==> config.mk <==
export PLATFORM = sky130hd
export DESIGN_NAME = mlp_ctrl
export DESIGN_NICKNAME = d
export VERILOG_FILES = /design/src/rtl/mlp_pkg.sv /design/src/rtl/mlp_ctrl.sv
export SDC_FILE = /design/constraint.sdc
export NUM_CORES = 1
export LEC_CHECK = 0
export BUFFER_PORTS_ARGS = -buffer_cell sky130_fd_sc_hd__buf_4
export CELL_PAD_IN_SITES_DETAIL_PLACEMENT = 0
export CELL_PAD_IN_SITES_GLOBAL_PLACEMENT = 2
export CORE_ASPECT_RATIO = 0.7
export CORE_MARGIN = 3
export CORE_UTILIZATION = 30
export CTS_CLUSTER_DIAMETER = 40
export DETAILED_ROUTE_END_ITERATION = 8
export PLACE_DENSITY_LB_ADDON = 0.12
export SETUP_SLACK_MARGIN = 0.4
export SLEW_MARGIN = 20
export SYNTH_ARGS = -nofsm -noshare
export SYNTH_HDL_FRONTEND = slang
export SYNTH_SLANG_ARGS = --single-unit
export TNS_END_PERCENT = 50
==> constraint.sdc <==
create_clock -name aclk -period 3.45 [get_ports aclk]
set_input_delay 0.345 -clock aclk [delete_from_list [all_inputs] [get_ports aclk]]
set_output_delay 0.345 -clock aclk [all_outputs]
set_load 0.03 [all_outputs]
==> src/rtl/mlp_pkg.sv <==
// Shared types and constants for the perceptron inference block.
package mlp_pkg;

    typedef enum logic [1:0] {
        REQ_WEIGHT  = 2'd0,
        REQ_BIAS    = 2'd1,
        REQ_FEATURE = 2'd2,
        REQ_NONE    = 2'd3
    } req_t;

    localparam logic [1:0] CFG_FEATURES = 2'd0;
    localparam logic [1:0] CFG_HIDDEN1  = 2'd1;
    localparam logic [1:0] CFG_HIDDEN2  = 2'd2;
    localparam logic [1:0] CFG_CLASSES  = 2'd3;

    localparam int FracBits = 11;
    localparam int AccWidth = 64;

    // Datapath commands from the controller.
    typedef struct packed {
        logic       clear;    // load bias into accumulator
        logic       mac;      // accumulate product of read operands
        logic       finish;   // requantize, write activation / compare
        logic [1:0] layer;    // 0, 1 hidden; 2 output
        logic       first;    // first class of output layer
    } mlp_cmd_t;

endpackage

==> src/rtl/mlp_ctrl.sv <==
// Sequencer that walks neurons and inputs of the three layers.
module mlp_ctrl import mlp_pkg::*; #(
    parameter int AW = 10
) (
    input  logic          aclk,
    input  logic          aresetn,
    input  logic          start,
    input  logic [AW:0]   n_in,
    input  logic [AW:0]   n_h1,
    input  logic [AW:0]   n_h2,
    input  logic [AW:0]   n_cls,
    output logic          busy,
    output logic [AW-1:0] row,
    output logic [AW-1:0] col,
    output mlp_cmd_t      cmd
);
    typedef enum logic [2:0] {S_IDLE, S_BIAS, S_MAC, S_DRAIN, S_FLUSH, S_FIN} state_t;

    state_t        state_reg;
    logic [AW-1:0] row_reg, col_reg;
    logic [1:0]    layer_reg;
    logic [AW:0]   n_col, n_row;

    always_comb begin
        case (layer_reg)
            2'd0:    begin n_col = n_in; n_row = n_h1;  end
            2'd1:    begin n_col = n_h1; n_row = n_h2;  end
            default: begin n_col = n_h2; n_row = n_cls; end
        endcase
    end

    // Reads issued in BIAS/MAC return in the next cycle from the registered RAM output; the datapath aligns.
    always_ff @(posedge aclk) begin
        if (!aresetn) begin
            state_reg <= S_IDLE;
            row_reg   <= '0;
            col_reg   <= '0;
            layer_reg <= 2'd0;
        end else begin
            case (state_reg)
                S_IDLE: begin
                    if (start) begin
                        state_reg <= S_BIAS;
                        row_reg   <= '0;
                        col_reg   <= '0;
                        layer_reg <= 2'd0;
                    end
                end
                S_BIAS:  state_reg <= S_MAC;
                S_MAC: begin
                    if ({1'b0, col_reg} == n_col - 1'b1) begin
                        state_reg <= S_DRAIN;
                    end else begin
                        col_reg <= col_reg + 1'b1;
                    end
                end
                // Hold in DRAIN and FLUSH so the last product reaches the accumulator.
                S_DRAIN: state_reg <= S_FLUSH;
                S_FLUSH: state_reg <= S_FIN;
                S_FIN: begin
                    col_reg <= '0;
                    if ({1'b0, row_reg} == n_row - 1'b1) begin
                        row_reg <= '0;
                        if (layer_reg == 2'd2) begin
                            state_reg <= S_IDLE;
                        end else begin
                            layer_reg <= layer_reg + 1'b1;
                            state_reg <= S_BIAS;
                        end
                    end else begin
                        row_reg   <= row_reg + 1'b1;
                        state_reg <= S_BIAS;
                    end
                end
                default: state_reg <= S_IDLE;
            endcase
        end
    end

    logic mac_d_reg, clr_d_reg;
    always_ff @(posedge aclk) begin
        if (!aresetn) begin
            mac_d_reg <= 1'b0;
            clr_d_reg <= 1'b0;
        end else begin
            mac_d_reg <= (state_reg == S_MAC);
            clr_d_reg <= (state_reg == S_BIAS);
        end
    end

    assign busy       = (state_reg != S_IDLE);
    assign row        = row_reg;
    assign col        = col_reg;
    assign cmd.clear  = clr_d_reg;
    assign cmd.mac    = mac_d_reg;
    assign cmd.finish = (state_reg == S_FIN);
    assign cmd.layer  = layer_reg;
    assign cmd.first  = (row_reg == '0);
endmodule

==> flow_summary_export.csv <==
group,metric,value,unit
yosys,synth_edf_count,0,
clocking,cts_buffers,3,
clocking,ctsHtreeMaxLevel,1,
hold_path,min_to,"clr_d_reg",
die,die_h,85.4,um
clocking,clock_latency,260,ps
drt,drtIter0Drc,234,
yosys,yosys.area_share.adder,3.71,%
placed_design,dp_hpwl,7140,um
sta,hold_viol_final,0,
yosys,synth-seq-area-share,20.0,%
die,io_pins,74,
layout,multi_input_area,2190,um^2
sta,rsz0062_at_grt,"yes",
clocking,clock-sinks,27,
sta,skew,2.36,ps
critical_path,end_kind,"flop",
hold_path,hp-class,"input pin to flop",
critical_path,reg2reg_slack,470,ps
global_route,grt_usage,17.2,%
yosys,synth_top_family_by_area,"compound AO/OA/AOI/OAI gates",
placed_design,place_congestion,0.847,
placed_design,post-place-ws,332,ps
run,cap_viol_max_count,0,
critical_path,required,3620,ps
power,p_leak,1.59,nW
global_route,grt.overflow.total,0,
yosys,syn_area,2700,um^2
yosys,synth.area.mux_share,0.417,%
layout,syn_to_final_growth,39.5,%
critical_path,r2r_cells,12,
sta,tightestPinTransition,591,ps
sta,hold_slack,390,ps
die,die_area,10200,um^2
critical_path,cp_cell_sequence,"clkinvlp_4, ha_4, buf_12, a22o_4, or3_4, and2_4, xnor2_1, a41o_1, o211a_4, nand2_4, or4b_1, o31ai_1",
power,ir_drop,0.000222,V
yosys,postSynthCellCount,337,
layout,fin_nets,470,
yosys,synthFlopType,"dfxtp_1",
critical_path,arrival,3150,ps
hold_path,holdPathStages,3,
power,cellPowerDensity,217,nW/um^2
clocking,postCtsHoldBufs,0,
die,die_w,119,um
layout,regArea,548,um^2
critical_path,critPathBufInv,2,
sta,worst_slack,467,ps
drt,wirelength,9410,um
yosys,yosys.area_share.xor_xnor,10.1,%
sta,drv_slew,0,
clocking,cts_root_buf,"clkbuf_16",
run_status,status,"finished clean",
critical_path,critPathMaxStageDelay,500,ps
critical_path,rr_endpoint,"layer_reg[1]",
yosys,synth_seq_cells,27,
global_route,grt_pass1_wl,14200,um
sta,timing.setup.tns,0,ps
hold_path,hold_path.startpoint,"aresetn",
clocking,clk_path_buf_depth,2,
critical_path,start_kind,"flop",
sta,fmax,0.335,GHz
yosys,synth_compound_area_share,32.0,%
layout,fill_cells,882,
die,initial_core_util,31.3,%
sta,period_share,86.5,%
drt,drt-vias-per-instance,5.36,
critical_path,crit_fanout,12,
clocking,cts_tree,"yes",
drt,wire_per_inst,17.6,um
layout,drive_gt1_share,36.7,%
yosys,synth-simple-area-share,26.6,%
drt,drc,0,
critical_path,timing.rr.start,"layer_reg[1]",
global_route,antenna_found_initial,0,
drt,dr_total_vias,2864,
critical_path,crit_type,"flop to flop",
drt,detail_route.first_pass.iterations,4,
sta,period_needed,2980,ps
placed_design,placed_area,3330,um^2
clocking,clkTransAtPathRegs,70,ps
global_route,grt_pass1_vias,2545,
yosys,postSynthAreaPerCell,8.02,um^2
yosys,yosysWarnings,0,
die,rows,28,
die,coreArea,8620,um^2
drt,ant_nets,0,
yosys,synth_nets,392,
placed_design,io_buffers,73,
yosys,yosysUniqueCellTypes,59,
layout,diodes,0,
critical_path,crit_slowest_cell,"or4b_1",
critical_path,cp_top_family,"simple AND/OR/NAND/NOR gates",
layout,postLayoutCellArea,3770,um^2
yosys,async_flop_share,0,%
sta,finalSetupViolCount,0,
sta,maxSlewHeadroom,60.4,%
global_route,grt_max_degree,25,
==> worst max-delay path by stage <==
stage,start,end,depth (start not counted)
after CTS,layer_reg[0],layer_reg[1],14
after floorplan,layer_reg[1],col[3],16
final,layer_reg[1],layer_reg[1],12
after detailed placement,layer_reg[0],layer_reg[1],14
after global routing,layer_reg[1],layer_reg[1],13
after global placement,layer_reg[0],layer_reg[1],12
==> cell type report <==
type / instances / area share (%)
inverters: 11 / 1.20
repair buffers: 94 / 20.0
multi-input cells: 278 / 58.2
flip-flops and latches: 27 / 14.5
clock buffers: 4 / 2.09
well taps: 120 / 3.98
==> routing by layer <==
layer,vias up,part of all wire [%],track usage [%]
li1,1430,-,-
met1,1346,55,29.0
met2,86,39,22.7
met3,2,6.0,2.33
met4,0,0.27,2.18
met5,-,0,0
==> Yosys cell counts (8+ instances only) <==
library cell | instances | area (um^2)
and3_1 | 12 | 75.1
a21oi_1 | 14 | 70.1
nand2_1 | 26 | 97.6
a22o_1 | 24 | 210
xor2_1 | 8 | 70.1
ha_1 | 8 | 100
nand3_1 | 21 | 105
nand4_1 | 9 | 56.3
xnor2_1 | 23 | 201
nor2_1 | 19 | 71.3
o21ai_0 | 9 | 45.0
buf_6 | 8 | 90.1
inv_1 | 11 | 41.3
nor3_1 | 12 | 60.1
dfxtp_1 | 27 | 541
a21oi_2 | 12 | 105
==> cell families after synthesis <==
family | Yosys count
mux | 1
flops | 27
xor+xnor | 31
fa+ha+maj | 8
compound gates | 104
buf+inv | 32
simple gates | 134
==> worst min-delay path, delay by kind of cell <==
| family | cells | cell delay [ps] |
|---|---|---|
| buf+inv | 1 | 150 |
| simple gates | 2 | 120 |
==> stage by stage <==
step / power, mW / cells / utilization [%]
after CTS: 0.800 / 520 / 39.8
after floorplan: 0.450 / 337 / -
final: 0.819 / 534 / 43.7
after global routing: 0.851 / 534 / 43.7
after global placement: 0.534 / 514 / 38.7
after detailed placement: 0.532 / 514 / 38.7
==> power breakdown <==
part,internal (mW),leakage [nW],switching [mW]
clock,0.158,0.0382,0.112
combinational,0.107,1.33,0.120
sequential,0.315,0.220,0.00742
total,0.580,1.59,0.239
==> timing repair <==
item / in CTS / in global routing
gates cloned: 0 / 1
resized for setup: 2 / 40
pin swaps: 2 / 9
buffers inserted: 2 / 13
endpoints found under the setup margin: 13 / 23
==> cell usage in the layout (no fill, tap or decap), types with 3 or more instances in the layout <==
cell type  instances
buf_4             90
nand2_1           25
dfxtp_1           25
a22o_1            23
xnor2_1           22
nand3_1           20
nor2_1            19
a21oi_4           13
and3_1            11
a21oi_1           10
inv_1              9
nand4_1            9
a21oi_2            8
xor2_1             8
o21ai_0            8
nor4_1             7
nor3_2             7
nor3_1             7
a211o_1            7
nor3b_1            5
ha_4               4
ha_1               4
clkbuf_16          4
or3_1              3
and4_1             3
a21o_1             3
o31ai_1            3
and2_1             3
Note: power is estimated with default switching activity, not from simulation.
